## config.mk

```make
export PLATFORM = sky130hd
export DESIGN_NAME = output_state_packet_decoder_core
export DESIGN_NICKNAME = d
export VERILOG_FILES = /design/src/rtl/osp_pkg.sv /design/src/rtl/osp_front.sv /design/src/rtl/osp_back.sv /design/src/rtl/output_state_packet_decoder_core.sv
export SDC_FILE = /design/constraint.sdc
export NUM_CORES = 1
export LEC_CHECK = 0
export ABC_AREA = 1
export BUFFER_PORTS_ARGS = -buffer_cell sky130_fd_sc_hd__buf_2
export CORE_UTILIZATION = 59
export CTS_CLUSTER_SIZE = 8
export DETAILED_ROUTE_END_ITERATION = 10
export GPL_ROUTABILITY_DRIVEN = 0
export GPL_TIMING_DRIVEN = 0
export HOLD_SLACK_MARGIN = 0.15
export PLACE_DENSITY = 0.77
export SLEW_MARGIN = 0
export SYNTH_ARGS = -nofsm -noshare
export SYNTH_HDL_FRONTEND = slang
export SYNTH_SLANG_ARGS = --single-unit
```

## constraint.sdc

```tcl
create_clock -name clk -period 6.15 [get_ports clk]
set_input_delay 0.3075 -clock clk [delete_from_list [all_inputs] [get_ports clk]]
set_output_delay 0.3075 -clock clk [all_outputs]
set_load 0.02 [all_outputs]
```

## src/rtl/osp_pkg.sv

```systemverilog
// Shared types and constants of the output state packet decoder.
package osp_pkg;

  localparam int PORTS      = 32;
  localparam int PORT_W     = 5;
  localparam int PORT_CNT_W = 6;
  localparam int HDR_CNT_W  = 4;
  localparam int Q_DEPTH    = 4;
  localparam int Q_PTR_W    = 2;
  localparam int Q_CNT_W    = 3;

  localparam logic [1:0] ST_OK      = 2'd0;
  localparam logic [1:0] ST_SHORT   = 2'd1;
  localparam logic [1:0] ST_MISSING = 2'd2;

  typedef struct packed {
    logic [7:0] data;
    logic       last;
  } byte_word_t;

  typedef struct packed {
    logic [PORT_W-1:0] port;
    logic [7:0]        code;
    logic [1:0]        status;
    logic              run_end;
    logic              packet_end;
  } result_t;

endpackage

```

## src/rtl/osp_front.sv

```systemverilog
// Input side: accepts packet bytes and queues them for the decode sequencer.
module osp_front (
  input  logic                clk,
  input  logic                rst_n,
  input  logic                in_valid,
  output logic                in_stall,
  input  logic [7:0]          in_data_byte,
  input  logic                in_last_byte,
  output logic                q_valid,
  output osp_pkg::byte_word_t q_word,
  input  logic                q_pop
);

  osp_pkg::byte_word_t                    mem_r [osp_pkg::Q_DEPTH];
  logic [osp_pkg::Q_PTR_W-1:0]            wr_ptr_r, wr_ptr_nxt;
  logic [osp_pkg::Q_PTR_W-1:0]            rd_ptr_r, rd_ptr_nxt;
  logic [osp_pkg::Q_CNT_W-1:0]            count_r, count_nxt;
  logic                                   push;
  logic                                   pop;

  assign in_stall = (count_r == osp_pkg::Q_CNT_W'(osp_pkg::Q_DEPTH));
  assign q_valid  = (count_r != '0);
  assign q_word   = mem_r[rd_ptr_r];
  assign push     = in_valid && !in_stall;
  assign pop      = q_pop && q_valid;

  always_comb begin
    wr_ptr_nxt = push ? wr_ptr_r + 1'b1 : wr_ptr_r;
    rd_ptr_nxt = pop ? rd_ptr_r + 1'b1 : rd_ptr_r;
    count_nxt  = count_r;
    if (push && !pop) begin
      count_nxt = count_r + 1'b1;
    end else if (pop && !push) begin
      count_nxt = count_r - 1'b1;
    end
  end

  always_ff @(posedge clk) begin
    if (!rst_n) begin
      wr_ptr_r <= '0;
      rd_ptr_r <= '0;
      count_r  <= '0;
    end else begin
      wr_ptr_r <= wr_ptr_nxt;
      rd_ptr_r <= rd_ptr_nxt;
      count_r  <= count_nxt;
    end
  end

  always_ff @(posedge clk) begin
    if (push) begin
      mem_r[wr_ptr_r] <= '{data: in_data_byte, last: in_last_byte};
    end
  end

endmodule

```

## src/rtl/osp_back.sv

```systemverilog
// Decode sequencer: builds the header, emits one port result per cycle into the output register unless stalled.
module osp_back (
  input  logic                clk,
  input  logic                rst_n,
  input  logic                q_valid,
  input  osp_pkg::byte_word_t q_word,
  output logic                q_pop,
  output logic                out_valid,
  input  logic                out_stall,
  output osp_pkg::result_t    out_res
);

  localparam logic [1:0] S_IDLE  = 2'd0;
  localparam logic [1:0] S_RUN   = 2'd1;
  localparam logic [1:0] S_FLUSH = 2'd2;

  logic [1:0]                      state_r, state_nxt;
  logic [31:0]                     full_mask_r, full_mask_nxt;
  logic [31:0]                     plain_bits_r, plain_bits_nxt;
  logic [osp_pkg::HDR_CNT_W-1:0]   hc_r, hc_nxt;
  logic [osp_pkg::PORT_CNT_W-1:0]  np_r, np_nxt;
  logic                            done_r, done_nxt;
  logic                            out_valid_r;
  osp_pkg::result_t                res_r;
  osp_pkg::result_t                res_nxt;
  logic                            emit_en;
  logic                            can_emit;
  logic [osp_pkg::PORT_CNT_W-1:0]  np_inc;
  logic                            np_last;
  logic                            masked_cur;
  logic                            masked_nxt;
  logic                            plain_cur;

  assign can_emit   = !out_valid_r || !out_stall;
  assign np_inc     = np_r + 1'b1;
  assign np_last    = (np_r == osp_pkg::PORT_CNT_W'(osp_pkg::PORTS - 1));
  assign masked_cur = full_mask_r[np_r[osp_pkg::PORT_W-1:0]];
  assign plain_cur  = plain_bits_r[np_r[osp_pkg::PORT_W-1:0]];
  assign masked_nxt = !np_last && full_mask_r[np_inc[osp_pkg::PORT_W-1:0]];

  assign out_valid = out_valid_r;
  assign out_res   = res_r;

  always_comb begin
    state_nxt      = state_r;
    full_mask_nxt  = full_mask_r;
    plain_bits_nxt = plain_bits_r;
    hc_nxt         = hc_r;
    np_nxt         = np_r;
    done_nxt       = done_r;
    q_pop          = 1'b0;
    emit_en        = 1'b0;
    res_nxt.port       = np_r[osp_pkg::PORT_W-1:0];
    res_nxt.code       = 8'd0;
    res_nxt.status     = osp_pkg::ST_OK;
    res_nxt.run_end    = 1'b0;
    res_nxt.packet_end = np_last;

    if (can_emit) begin
      case (state_r)
        S_IDLE: begin
          if (q_valid) begin
            q_pop = 1'b1;
            if (!hc_r[3]) begin
              // Header byte: fill the mask lanes first, then the plain lanes.
              if (hc_r[2]) begin
                plain_bits_nxt[{hc_r[1:0], 3'b000} +: 8] = q_word.data;
              end else begin
                full_mask_nxt[{hc_r[1:0], 3'b000} +: 8] = q_word.data;
              end
              hc_nxt = hc_r + 1'b1;
              if (hc_r == osp_pkg::HDR_CNT_W'(7)) begin
                np_nxt = '0;
                if (q_word.last) begin
                  state_nxt = S_FLUSH;
                end else if (!full_mask_r[0]) begin
                  state_nxt = S_RUN;
                end
              end else if (q_word.last) begin
                emit_en            = 1'b1;
                res_nxt.port       = '0;
                res_nxt.status     = osp_pkg::ST_SHORT;
                res_nxt.run_end    = 1'b1;
                res_nxt.packet_end = 1'b1;
                hc_nxt             = '0;
                np_nxt             = '0;
                done_nxt           = 1'b0;
              end
            end else if (!done_r) begin
              // Full code byte for the current masked port.
              emit_en         = 1'b1;
              res_nxt.code    = q_word.data;
              res_nxt.run_end = q_word.last ? np_last : (np_last || masked_nxt);
              np_nxt          = np_inc;
              if (np_last) begin
                done_nxt = 1'b1;
                if (q_word.last) begin
                  hc_nxt   = '0;
                  np_nxt   = '0;
                  done_nxt = 1'b0;
                end
              end else if (q_word.last) begin
                state_nxt = S_FLUSH;
              end else if (!masked_nxt) begin
                state_nxt = S_RUN;
              end
            end else if (q_word.last) begin
              hc_nxt   = '0;
              np_nxt   = '0;
              done_nxt = 1'b0;
            end
          end
        end
        S_RUN: begin
          emit_en         = 1'b1;
          res_nxt.code    = {7'd0, plain_cur};
          res_nxt.run_end = np_last || masked_nxt;
          np_nxt          = np_inc;
          if (np_last) begin
            done_nxt  = 1'b1;
            state_nxt = S_IDLE;
          end else if (masked_nxt) begin
            state_nxt = S_IDLE;
          end
        end
        S_FLUSH: begin
          emit_en         = 1'b1;
          res_nxt.code    = masked_cur ? 8'd0 : {7'd0, plain_cur};
          res_nxt.status  = masked_cur ? osp_pkg::ST_MISSING : osp_pkg::ST_OK;
          res_nxt.run_end = np_last;
          np_nxt          = np_inc;
          if (np_last) begin
            state_nxt = S_IDLE;
            hc_nxt    = '0;
            np_nxt    = '0;
            done_nxt  = 1'b0;
          end
        end
        default: begin
          state_nxt = S_IDLE;
        end
      endcase
    end
  end

  always_ff @(posedge clk) begin
    if (!rst_n) begin
      state_r     <= S_IDLE;
      hc_r        <= '0;
      np_r        <= '0;
      done_r      <= 1'b0;
      out_valid_r <= 1'b0;
    end else begin
      state_r <= state_nxt;
      hc_r    <= hc_nxt;
      np_r    <= np_nxt;
      done_r  <= done_nxt;
      if (emit_en) begin
        out_valid_r <= 1'b1;
      end else if (!out_stall) begin
        out_valid_r <= 1'b0;
      end
    end
  end

  always_ff @(posedge clk) begin
    full_mask_r  <= full_mask_nxt;
    plain_bits_r <= plain_bits_nxt;
    if (emit_en) begin
      res_r <= res_nxt;
    end
  end

endmodule

```

## src/rtl/output_state_packet_decoder_core.sv

```systemverilog
// Top level of the output state packet decoder: input queue plus decode sequencer.
//
// The input channel takes one packet byte per word (in_data_byte, with
// in_last_byte on the final byte). Bytes 0 to 3 are the little-endian full-code
// mask, bytes 4 to 7 the plain output bits, and each further byte the code of the
// next masked port. The output channel gives one word per port, in port order,
// with out_run_end on the last word caused by an input byte and out_packet_end on
// the last word of the packet. A packet that ends inside its header gives one
// word with status "header too short"; masked ports that never got a byte are
// sent at packet end with code 0 and status "full byte missing".
// With the sequencer free, a full code byte, or a last byte inside the header,
// goes through the input queue and then the output register; the eighth header
// byte goes through the input queue, sets the sequencer state, and its first
// word then goes out through the output register. The sequencer pops one byte
// per cycle and emits one word per cycle, each while out_stall does not hold it,
// and pops no new byte while words that a byte caused are still going out; the
// single output register bounds it. A four-word input queue lets bytes arrive
// while words are still going out; in_stall rises only when that queue is full.
// While out_stall is high and a word is pending, the output word holds and the
// sequencer waits. Reset empties the queue, drops any pending output word and
// returns the decoder to the start of a packet.
module output_state_packet_decoder_core (
  input  logic       clk,
  input  logic       rst_n,
  input  logic       in_valid,
  output logic       in_stall,
  input  logic [7:0] in_data_byte,
  input  logic       in_last_byte,
  output logic       out_valid,
  input  logic       out_stall,
  output logic [4:0] out_port,
  output logic [7:0] out_code,
  output logic [1:0] out_status,
  output logic       out_run_end,
  output logic       out_packet_end
);

  // Bytes waiting between the input side and the sequencer.
  logic                q_valid;
  logic                q_pop;
  osp_pkg::byte_word_t q_word;
  osp_pkg::result_t    res;

  osp_front u_front (
    .clk          (clk),
    .rst_n        (rst_n),
    .in_valid     (in_valid),
    .in_stall     (in_stall),
    .in_data_byte (in_data_byte),
    .in_last_byte (in_last_byte),
    .q_valid      (q_valid),
    .q_word       (q_word),
    .q_pop        (q_pop)
  );

  // The sequencer owns the header state and the registered output word.
  osp_back u_back (
    .clk       (clk),
    .rst_n     (rst_n),
    .q_valid   (q_valid),
    .q_word    (q_word),
    .q_pop     (q_pop),
    .out_valid (out_valid),
    .out_stall (out_stall),
    .out_res   (res)
  );

  assign out_port       = res.port;
  assign out_code       = res.code;
  assign out_status     = res.status;
  assign out_run_end    = res.run_end;
  assign out_packet_end = res.packet_end;

endmodule

```

# Word level (Yosys, flattened, before mapping)
# Memories as Yosys holds them, arrays and structs flattened. A register that Yosys moved wholly into a read port is not among the register bits.
# Index checks and enable logic that the tools add are counted.
[classes]
add_sub_neg = 7
order_cmp = 2
n_eq_ne = 18
n_shift = 2
mux = 88
bitwise = 2
reduce_logical = 26
[ops]
columns = ["operator", "count"]
rows = [
  ["$bwmux W32", 2],
  ["$mux W6", 8],
  ["$mux W4", 9],
  ["$mux W17", 2],
  ["$mux W2", 16],
  ["$shift A8 B7 Y32 const A", 1],
  ["$shiftx A8 B7 Y32", 1],
  ["$mux W1", 31],
  ["$pmux W8 S3", 1],
  ["$mux W5", 4],
  ["$pmux W6 S3", 1],
  ["$mux W8", 2],
  ["$bmux W1 S5", 3],
  ["$reduce_and A5 Y1", 3],
  ["$lt A5 B6 Y1 const B", 2],
  ["$mux W3", 3],
  ["$ne A3 B1 Y1 const B", 3],
  ["$reduce_and A9 Y1", 1],
  ["$ne A4 B3 Y1 const B", 2],
  ["$pmux W4 S2", 1],
  ["$neg A5 Y7", 1],
  ["$reduce_and A7 Y1", 1],
  ["$add A6 B1 Y6 const B", 1],
  ["$eq A6 B5 Y1 const B", 1],
  ["27 further kinds", 45],
]
[word_totals]
reg_bits = 102
ramBits = 36
inputBits = 13
n_memories = 1
[mem_list]
columns = ["memory", "depth", "word_bits", "read_ports", "rd_ports_with_merged_regs", "wr", "line_no", "rtl"]
rows = [
  ["u_front.mem_r", 4, 9, 1, 1, 1, "osp_front.sv:14", "osp_pkg::byte_word_t mem_r [osp_pkg::Q_DEPTH];"],
]

# Logic depth before layout (Yosys ltp)
# Gate-level depths: netlist of the first run.
[depth]
ltp_word = 11
ltp_mapped = 14
depth_no_buf = 14

# Hierarchy
# Synthesis of the first run repeated with hierarchy kept, for this count alone.
[unflattened]
hier_cells = 733
hier_area_um2 = 6904.1
[modules_own_cells]
columns = ["module", "instances", "cells_each", "area_per_inst_um2", "seq_area_each_um2"]
rows = [
  ["osp_back", 1, 578, 5042.3, 2712.6],
  ["osp_front", 1, 155, 1861.8, 1261.2],
]

# Worst setup path after synthesis of the first run
# OpenSTA, ideal clock, no wires.
[synth_path]
path_kind = "reg2reg"
startpoint = "register u_back.state_r[0]"
endpoint = "register u_back.res_r, in the netlist u_back.out_res[0] (enable)"
arrival_time_ps = 2089
t_required_ps = 5747
setup_slack_ps = 3658
stages_incl_launch_ff = 9
period_less_slack_ps = 2492
path_cell_list = "dfxtp_1 inv_1 ha_1 inv_1 nor2_1 inv_1 nor2_1 inv_1 a31oi_1"
[synth_via]
elab_chain_cells = 4
[synth_rtl]
columns = ["item", "line_no", "rtl"]
rows = [
  ["from (decl)", "osp_back.sv:17", "logic [1:0] state_r, state_nxt;"],
  ["from (signal assigned)", "osp_back.sv:154", "state_r <= state_nxt;"],
  ["$eq A2 B1 Y1 / $eq A2 B2 Y1 (equally long branches)", "osp_back.sv:60", "case (state_r)"],
  ["$reduce_or A2 Y1 (no source line)", "n/a", ""],
  ["$pmux W1 S2 (*)", "osp_back.sv:60", ""],
  ["$mux W1 (*)", "osp_back.sv:59", "if (can_emit) begin"],
  ["named net u_back.emit_en", "osp_back.sv:26", "logic emit_en;"],
  ["to (signal assigned)", "osp_back.sv:170", "res_r <= res_nxt;"],
  ["to (decl)", "osp_back.sv:24", "osp_pkg::result_t res_r;"],
]
# Mark *: on every way through the listed nets, which the timed path passes. The rest lies on a longest branch.
# A chain may end at the register's enable or synchronous reset.

# Worst setup path in the final report of the first run
[layout_path]
startpoint = "register u_back.state_r[0]"
endpoint = "register u_back.plain_bits_r[26] (enable)"
[layout_via]
elab_chain_cells = 2
[layout_rtl]
columns = ["item", "line_no", "rtl"]
rows = [
  ["$logic_not A2 Y1", "osp_back.sv:60", ""],
  ["$reduce_and A5 Y1 (no source line)", "n/a", ""],
  ["to (signal assigned)", "osp_back.sv:168", "plain_bits_r <= plain_bits_nxt;"],
  ["to (decl)", "osp_back.sv:19", "logic [31:0] plain_bits_r, plain_bits_nxt;"],
]
# Every way passes these cells.

==> impl_metrics.yaml, run 1 <==
outcome:
  status: "complete, no violations"
power_and_ir_drop:
  internal_power_uw: 2350
  power_density_mw_per_mm2: 497
  p_clk_frac: 0.270
  swShare: 0.391
  p_switching_uw: 1510
  p_leak_uw: 0.00316
  combPwrFrac: 0.378
  pwr-share-seq: 0.352
  ir_worst_vdd_uv: 361
route:
  first_iter_violations: 658
  first_pass_iters: 9
  drc: 0
  wirelength_um: 16400
  wl_per_cell_um: 17.8
  vias: 5431
  via_per_inst: 5.89
  drtAntennaViolNets: 0
setup_path:
  reg2reg_from: "u_back.state_r[0]$_SDFFE_PN0P_"
  cp-end-kind: "register"
  path_class: "register to register"
  cp.arrival_ps: 2820
  worstPathBufferInverterCount: 4
  regToRegEndpoint: "u_back.plain_bits_r[26]$_DFFE_PP_"
  startpoint_type: "register"
  rrSetupSlack_ps: 3370
  crit_family: "simple AND/OR/NAND/NOR gates"
  cpPeakStageDelay_ps: 600
  required_ps: 6190
  cp_slowest_cell: "nor2_1"
  crit_fanout: 8
  path_cells: "inv_1 -> ha_1 -> inv_1 -> nor2_1 -> inv_1 -> nor2_1 -> inv_1 -> nor2_1 -> nand2_1 -> nor2_1"
  ff2ff_path_depth: 10
logic_synthesis:
  synthArstFlopShare: 0
  ys_seq_area_frac: 0.592
  ys_types: 41
  synthCells: 709
  synthFlopType: "edfxtp_1"
  avgSynthCellArea_um2: 9.47
  synth_edf_count: 117
  ys_ff_latch: 140
  synth_fp_nets: 737
  syn_area_mm2: 0.00672
  yosysWarnings: 0
  synth_top_cell_area_share: 0.523
  yosysTopAreaCell: "edfxtp_1"
  synth_area_leaders: "edfxtp_1 52%, nand2_1 8.0%, dfxtp_1 6.9%, nor2_1 6.5%, nand3_1 4.2%"
flow_run:
  max_cap_viol_count: 0
global_route:
  antenna_found_initial: 0
  grt_overflow: 0
  grt_usage: 0.295
  grt_first_pass_wirelength_um: 25300
  grt_pass1_vias: 5176
  grt_start_max_net_pins: 17
sta:
  timing.final.ws_setup_ps: 3370
  fin_setup_tns_ps: 0
  fmax_mhz: 360
  tightest_slew_ps: 923
  fin_crit_sh: 0.452
  rsz0062_at_grt: "false"
  clock_skew_ps: 7.30
  drv_slew: 0
  fin_crit_ps: 2780
  finalSetupViolCount: 0
  hold_viol: 0
  relSlewSlack: 0.382
floorplanning:
  ios: 32
  chipHeight_um: 109
  coreArea_mm2: 0.0110
  initial_core_util: 0.612
  fp-row-count: 38
  die_w_um: 109
  dieArea_mm2: 0.0118
cts:
  h-tree-depth: 4
  root_buffer: "clkbuf_16"
  clk_pin_slew_ps: 60
  clkLatencyLatePin_ps: 410
  numCtsBuffers: 17
  clockBufferDepth: 2
  cts.repair.resized: 0
  clock_sinks: 140
  cts_tree: "yes"
final_layout:
  multiInputGateArea_mm2: 0.00229
  drive_gt1_frac: 0.127
  synthToLayoutAreaGrowth_pct: 15.9
  layout_commonest_cell: "nand2_1"
  n_antenna_cell: 0
  fin_area_mm2: 0.00778
  fillers: 773
  regArea_mm2: 0.00397
  final_nets: 797
  layout_common_cells: "143 x nand2_1, 117 x nor2_1, 117 x edfxtp_1, 70 x inv_1, 56 x nand3_1"
worst_hold_path:
  min_to: "u_front.rd_ptr_r[0]$_SDFFE_PN0P_"
  worstHoldStart: "rst_n"
  min_path_cells: 3
  worstHoldPathType: "input pin to register"
placement:
  place_area_mm2: 0.00706
  place_worst_setup_slack_ps: 3540
  dpl.hpwl_um: 11300
  port_buffers: 31
## kinds of logic after synthesis
kind of cell / after synthesis / share of synthesized area
compound gates: 98 / 0.0889
xor+xnor: 3 / 0.00391
fa+ha+maj: 15 / 0.0291
buf+inv: 107 / 0.0676
flops: 140 / 0.592
mux: 1 / 0.00168
simple gates: 345 / 0.217
## cells in the mapped netlist (3+ instances only)
cell      instances
nand2_1         143
edfxtp_1        117
nor2_1          117
inv_1            70
nand3_1          56
o21ai_0          36
dfxtp_1          23
a21oi_1          21
o211ai_1         16
ha_1             14
nor3_1           12
clkbuf_1          8
o22ai_1           8
buf_2             7
inv_2             7
nand4_1           7
o21ai_1           6
buf_4             5
clkinv_1          4
a32o_1            3
buf_6             3
nand3_2           3
## worst max-delay path by stage
stage	startpoint	to	slack, ps	cells past startpoint
3_3_place_gp	u_back.state_r[0]$_SDFFE_PN0P_	u_back.out_res[5]$_SDFFCE_PN0P_	3030	8
3_5_place_dp	u_back.state_r[0]$_SDFFE_PN0P_	u_back.full_mask_r[15]$_DFFE_PP_	3540	10
4_1_cts	u_back.state_r[0]$_SDFFE_PN0P_	u_back.full_mask_r[14]$_DFFE_PP_	3420	10
5_1_grt	u_back.state_r[0]$_SDFFE_PN0P_	u_back.full_mask_r[14]$_DFFE_PP_	3230	10
2_1_floorplan	u_back.state_r[0]$_SDFFE_PN0P_	u_back.out_res[0]$_DFFE_PP_	3660	8
6_report	u_back.state_r[0]$_SDFFE_PN0P_	u_back.plain_bits_r[26]$_DFFE_PP_	3370	10
## what timing repair did
item,CTS,global route
endpoints found under the setup margin,0,0
buffers inserted,0,0
endpoints found under the hold margin,36,0
hold buffers,9,0
## layer usage
layer / vias up / track usage / routed length [µm]
li1: 2522 / - / -
met2: 303 / 0.476 / 7880
met4: 0 / 0.166 / 760
met5: - / 0 / 0
met3: 79 / 0.0640 / 1390
met1: 2527 / 0.369 / 6380
## sequential cells by signal (all words and copies together) (netlist names), 3 cells and up, named ones only
register / count
u_back.np_r: 6
u_front.mem_r: 36
u_back.hc_r: 4
u_back.full_mask_r: 32
u_front.count_r: 3
u_back.plain_bits_r: 32
u_back.out_res: 17
## tightest hold or removal path: cells and delay by family
| kind | cells | cell delay, ps |
|---|---|---|
| buf+inv | 1 | 110 |
| compound gates | 1 | 100 |
| simple gates | 1 | 50 |
## power groups by stage
stage	Combinational (µW)	Clock [µW]	Sequential [µW]
final	1460	1040	1360
after CTS	1430	1050	1360
after detailed placement	1400	0	1370
after global placement	1330	0	1370
after global routing	1590	1090	1380
after floorplan	925	0	1430
## per-stage QoR
step,util,total power (µW),hold WS [ps],cells
after detailed placement,0.643,2770,482,881
after floorplan,-,2360,406,709
after global placement,0.642,2700,466,880
after CTS,0.708,3840,191,922
final,0.708,3860,197,922
after global routing,0.708,4060,218,922
## final cells by class
type,count,area share
plain buffers,26,0.0193
clock buffers,27,0.0757
clock inverters,5,0.00482
inverters,81,0.0391
multi-input cells,462,0.295
flip-flops and latches,140,0.511
well taps,140,0.0225
repair buffers,41,0.0330
(Power assumes the default switching activity.)
==> run 2: changes to the inputs <==
Clock period 6.15 ns to 2.7 ns, I/O delays scaled along.
==> impl_metrics.yaml, run 2 (same netlist as run 1, synthesis figures left out) <==
power_and_ir_drop:
  power_density_mw_per_mm2: 1130
  power_uw: 8830
  ir_worst_vdd_uv: 828
  p_leak_uw: 0.00317
final_layout:
  n_antenna_cell: 0
  layout_common_cells: "143 x nand2_1, 117 x edfxtp_1, 112 x nor2_1, 70 x inv_1, 56 x nand3_1"
  drive_gt1_frac: 0.133
  largest_reg_flops: 36
  regMostFlops: "u_front.mem_r"
  synthToLayoutAreaGrowth_pct: 16.6
  top_regs: "u_front.mem_r x36, u_back.full_mask_r x32, u_back.plain_bits_r x32"
  layout_commonest_cell: "nand2_1"
  fin_util: 0.713
  final_cells: 924
  fillers: 764
  final_nets: 799
floorplanning:
  fp-row-count: 38
  initial_core_util: 0.612
  chipHeight_um: 109
  ios: 32
  dieArea_mm2: 0.0118
  die_w_um: 109
  coreArea_mm2: 0.0110
global_route:
  antenna_found_initial: 0
  grt_pass1_vias: 5189
  grt_usage: 0.295
  grt_first_pass_wirelength_um: 25400
  grt_overflow: 0
  grt_start_max_net_pins: 17
route:
  drc: 0
  first_iter_violations: 630
  wl_per_cell_um: 18.0
  wirelength_um: 16600
  drtAntennaViolNets: 0
  via_per_inst: 5.94
  vias: 5490
  first_pass_iters: 8
sta:
  fin_crit_ps: 2760
  hold_viol: 0
  fin_crit_sh: 1.02
  relSlewSlack: 0.386
  timing.final.ws_setup_ps: -61.0
  drv_slew: 0
  rsz0062_at_grt: "true"
  tightest_slew_ps: 918
  clock_skew_ps: 9.44
  fmax_mhz: 362
  finalSetupViolCount: 16
worst_hold_path:
  worstHoldPathType: "input pin to register"
  worstHoldStart: "out_stall"
cts:
  h-tree-depth: 4
  root_buffer: "clkbuf_16"
  clockBufferDepth: 2
  clkLatencyLatePin_ps: 410
  numCtsBuffers: 17
  clock_sinks: 140
  cts_tree: "yes"
  clk_pin_slew_ps: 60
setup_path:
  path_class: "register to register"
  cp.arrival_ps: 2800
  startpoint_type: "register"
  required_ps: 2740
  crit_fanout: 8
  cp-end-kind: "register"
  crit_start: "u_back.state_r[0]$_SDFFE_PN0P_"
  reg2reg_from: "u_back.state_r[0]$_SDFFE_PN0P_"
placement:
  place_inst: 881
  port_buffers: 31
  dpl.hpwl_um: 11300
flow_run:
  max_cap_viol_count: 0
outcome:
  status: "finished with violations"
  violations: "setup timing"
[run 2: changes by cell type in the layout (fill, tap and decap cells not counted), sizes merged]
cell / delta
dlygate4sd3: +2
[run 2: layer usage]
| metal | share of wire | up-vias | track usage | routed length (µm) |
|---|---|---|---|---|
| met2 | 0.48 | 323 | 0.479 | 8040 |
| met3 | 0.088 | 62 | 0.0604 | 1460 |
| met5 | 0 | - | 0 | 0 |
| met1 | 0.39 | 2574 | 0.371 | 6440 |
| li1 | - | 2531 | - | - |
| met4 | 0.039 | 0 | 0.166 | 651 |
[run 2: stage by stage]
step           setup WS (ps)  TNS [ps]  area (µm²)  hold slack [ps]
4_1_cts                -27.4      -448        7800              189
5_1_grt                 -203     -4170        7830              285
3_3_place_gp            -423     -7440        7050              342
3_5_place_dp            92.3         0        7060              350
6_report               -61.0      -795        7830              207
2_1_floorplan            208         0        6720              234
[run 2: report_power, final]
part           internal, µW  switching (µW)  total (µW)  leakage, µW
sequential             2910             193        3100      0.00135
combinational           954            2390        3350      0.00151
clock                  1510             876        2380     0.000310
total                  5370            3460        8830      0.00317
[run 2: repair_timing]
item	CTS	global route
pin swaps	0	0
hold endpoints to repair	39	0
endpoints found under the setup margin	32	56
buffers inserted	0	0
hold buffers	11	0
resized for setup	1	8
[run 2: worst paths after layout]
path	to	slack [ps]	cells past startpoint
worst max register to register	u_back.full_mask_r[5]$_DFFE_PP_	-60	10
worst min-delay path	u_back.out_valid$_SDFFE_PN0P_	210	5
worst max-delay path	u_back.full_mask_r[5]$_DFFE_PP_	-60	10
worst min register to register	u_back.done_r$_SDFFE_PN0P_	500	2
[run 2: layout make-up]
| cell class | instances | area [µm²] | share of cell area |
|---|---|---|---|
| Timing Repair Buffer | 43 | 277 | 0.0353 |
| Buffer | 26 | 150 | 0.0192 |
| Clock buffer | 27 | 589 | 0.0752 |
| Multi-Input combinational cell | 462 | 2330 | 0.297 |
| Clock inverter | 5 | 37.5 | 0.00479 |
| Inverter | 81 | 304 | 0.0388 |
| Sequential cell | 140 | 3970 | 0.507 |
| Tap cell | 140 | 175 | 0.0224 |
[run 2: critical path, cell delays in order (launching register included)]
cell and delay, ps:
dfxtp_1 330, inv_1 110, ha_1 260, inv_1 140
nor2_1 170, inv_1 90, nor2_1 210, inv_1 130
nor2_1 160, nand2_1 180, nor2_1 600
==> run 3: changes to the inputs <==
Settings changed: CORE_ASPECT_RATIO from default to 0.8.
==> impl_metrics.yaml, run 3 (same netlist as run 1, synthesis figures left out) <==
cts:
  h-tree-depth: 4
  root_buffer: "clkbuf_16"
  clk_pin_slew_ps: 60
  cts_tree: "yes"
  numCtsBuffers: 17
  clockBufferDepth: 2
  clock_sinks: 140
  clkLatencyLatePin_ps: 420
final_layout:
  final_cells: 928
  final_nets: 799
  largest_reg_flops: 36
  n_antenna_cell: 0
  top_regs: "u_front.mem_r x36, u_back.full_mask_r x32, u_back.plain_bits_r x32"
  layout_common_cells: "143 x nand2_1, 117 x edfxtp_1, 109 x nor2_1, 69 x inv_1, 56 x nand3_1"
  drive_gt1_frac: 0.140
  layout_commonest_cell: "nand2_1"
  synthToLayoutAreaGrowth_pct: 15.6
  regMostFlops: "u_front.mem_r"
floorplanning:
  coreArea_mm2: 0.0110
  initial_core_util: 0.612
  fp-row-count: 34
  dieArea_mm2: 0.0118
  ios: 32
  chipHeight_um: 97.4
  die_w_um: 121
placement:
  dpl.hpwl_um: 11400
  place_worst_setup_slack_ps: 74.3
  place_inst: 885
  port_buffers: 31
route:
  first_pass_iters: 8
  wl_per_cell_um: 17.5
  drc: 0
  wirelength_um: 16200
  vias: 5382
  first_iter_violations: 792
  drtAntennaViolNets: 0
  via_per_inst: 5.80
sta:
  relSlewSlack: 0.399
  fin_crit_sh: 0.931
  finalSetupViolCount: 0
  hold_viol: 0
  rsz0062_at_grt: "true"
  tightest_slew_ps: 899
  fin_crit_ps: 2510
  timing.hold.ws_ps: 161
  clock_skew_ps: 8.59
  fmax_mhz: 398
  fin_setup_tns_ps: 0
  drv_slew: 0
  timing.final.ws_setup_ps: 187
global_route:
  grt_first_pass_wirelength_um: 26300
  grt_start_max_net_pins: 17
  grt_pass1_vias: 5173
  grt_overflow: 0
  antenna_found_initial: 0
  grt_usage: 0.298
flow_run:
  max_cap_viol_count: 0
power_and_ir_drop:
  internal_power_uw: 5160
  swShare: 0.399
  ir_worst_vdd_uv: 656
  p_switching_uw: 3430
  p_leak_uw: 0.00314
  pwr-share-seq: 0.360
  combPwrFrac: 0.388
  p_clk_frac: 0.251
  power_density_mw_per_mm2: 1110
setup_path:
  cp.arrival_ps: 2590
  path_class: "register to register"
  path_cells: "inv_1 -> ha_1 -> inv_2 -> nor2_1 -> inv_1 -> nor2_1 -> inv_1 -> nor2_1 -> nand2_1 -> nor2_2"
  startpoint_type: "register"
  cpPeakStageDelay_ps: 420
  cp_slowest_cell: "nor2_2"
  cp-end-kind: "register"
  crit_fanout: 8
  required_ps: 2770
outcome:
  status: "complete, no violations"
worst_hold_path:
  worstHoldPathType: "input pin to register"
run 3: changes by cell type in the layout (fill, tap and decap cells not counted), moves of 2 or more:
cell	delta
nor2_2	+6
clkbuf_16	-4
nor2_1	-3
nor2_4	-3
clkbuf_1	-2
clkbuf_4	+2
clkinv_2	+2
inv_4	+2
run 3: through the flow:
| stage | utilization | power (µW) | instance area (µm²) |
|---|---|---|---|
| final | 0.707 | 8590 | 7760 |
| after CTS | 0.705 | 8500 | 7740 |
| after detailed placement | 0.644 | 6320 | 7070 |
| after floorplan | - | 5370 | 6720 |
| after global routing | 0.707 | 9080 | 7760 |
| after global placement | 0.642 | 6160 | 7050 |
run 3: final cells by class:
class | count | area [µm²]
tap | 144 | 180
multi-input combinational | 462 | 2320
inverter | 81 | 304
timing repair buffer | 43 | 277
clock inverter | 9 | 60.1
fill | 831 | 3210
buffer | 26 | 150
clock buffer | 23 | 497
sequential | 140 | 3970
run 3: worst paths after layout:
kind	to	start	depth (start not counted)	slack, ps
hold reg to reg	u_back.done_r$_SDFFE_PN0P_	u_back.done_r$_SDFFE_PN0P_	2	490
setup reg to reg	u_back.plain_bits_r[28]$_DFFE_PP_	u_back.state_r[0]$_SDFFE_PN0P_	10	190
setup / recovery	u_back.plain_bits_r[28]$_DFFE_PP_	u_back.state_r[0]$_SDFFE_PN0P_	10	190
hold / removal	u_back.out_valid$_SDFFE_PN0P_	out_stall	5	160
run 3: repair_timing:
| item | in CTS | in global routing |
|---|---|---|
| hold buffers | 11 | 0 |
| setup buffers | 0 | 0 |
| gates resized for setup | 0 | 10 |
| setup endpoints to repair | 0 | 65 |
| endpoints found under the hold margin | 42 | 0 |
run 3: critical path, delay by kind of cell, from the launching register on:
family | cells | cell delay [ps]
DFF | 1 | 340
buffers and inverters | 4 | 400
adders and majority gates | 1 | 270
and+or+nand+nor | 5 | 1140
run 3: power by group through the flow:
stage          sequential [µW]  clock, µW  combinational [µW]
6_report                  3090       2160                3340
4_1_cts                   3100       2160                3240
2_1_floorplan             3270          0                2110
3_3_place_gp              3120          0                3030
5_1_grt                   3130       2260                3690
3_5_place_dp              3130          0                3200
run 3: per-layer routing:
metal  global-route usage  vias to the layer above  routed length (µm)
met5                    0                        -                   0
met4               0.0931                        0                 331
met3               0.0687                       37                1460
met2                0.461                      298                7510
met1                0.418                     2517                6920
li1                     -                     2530                   -
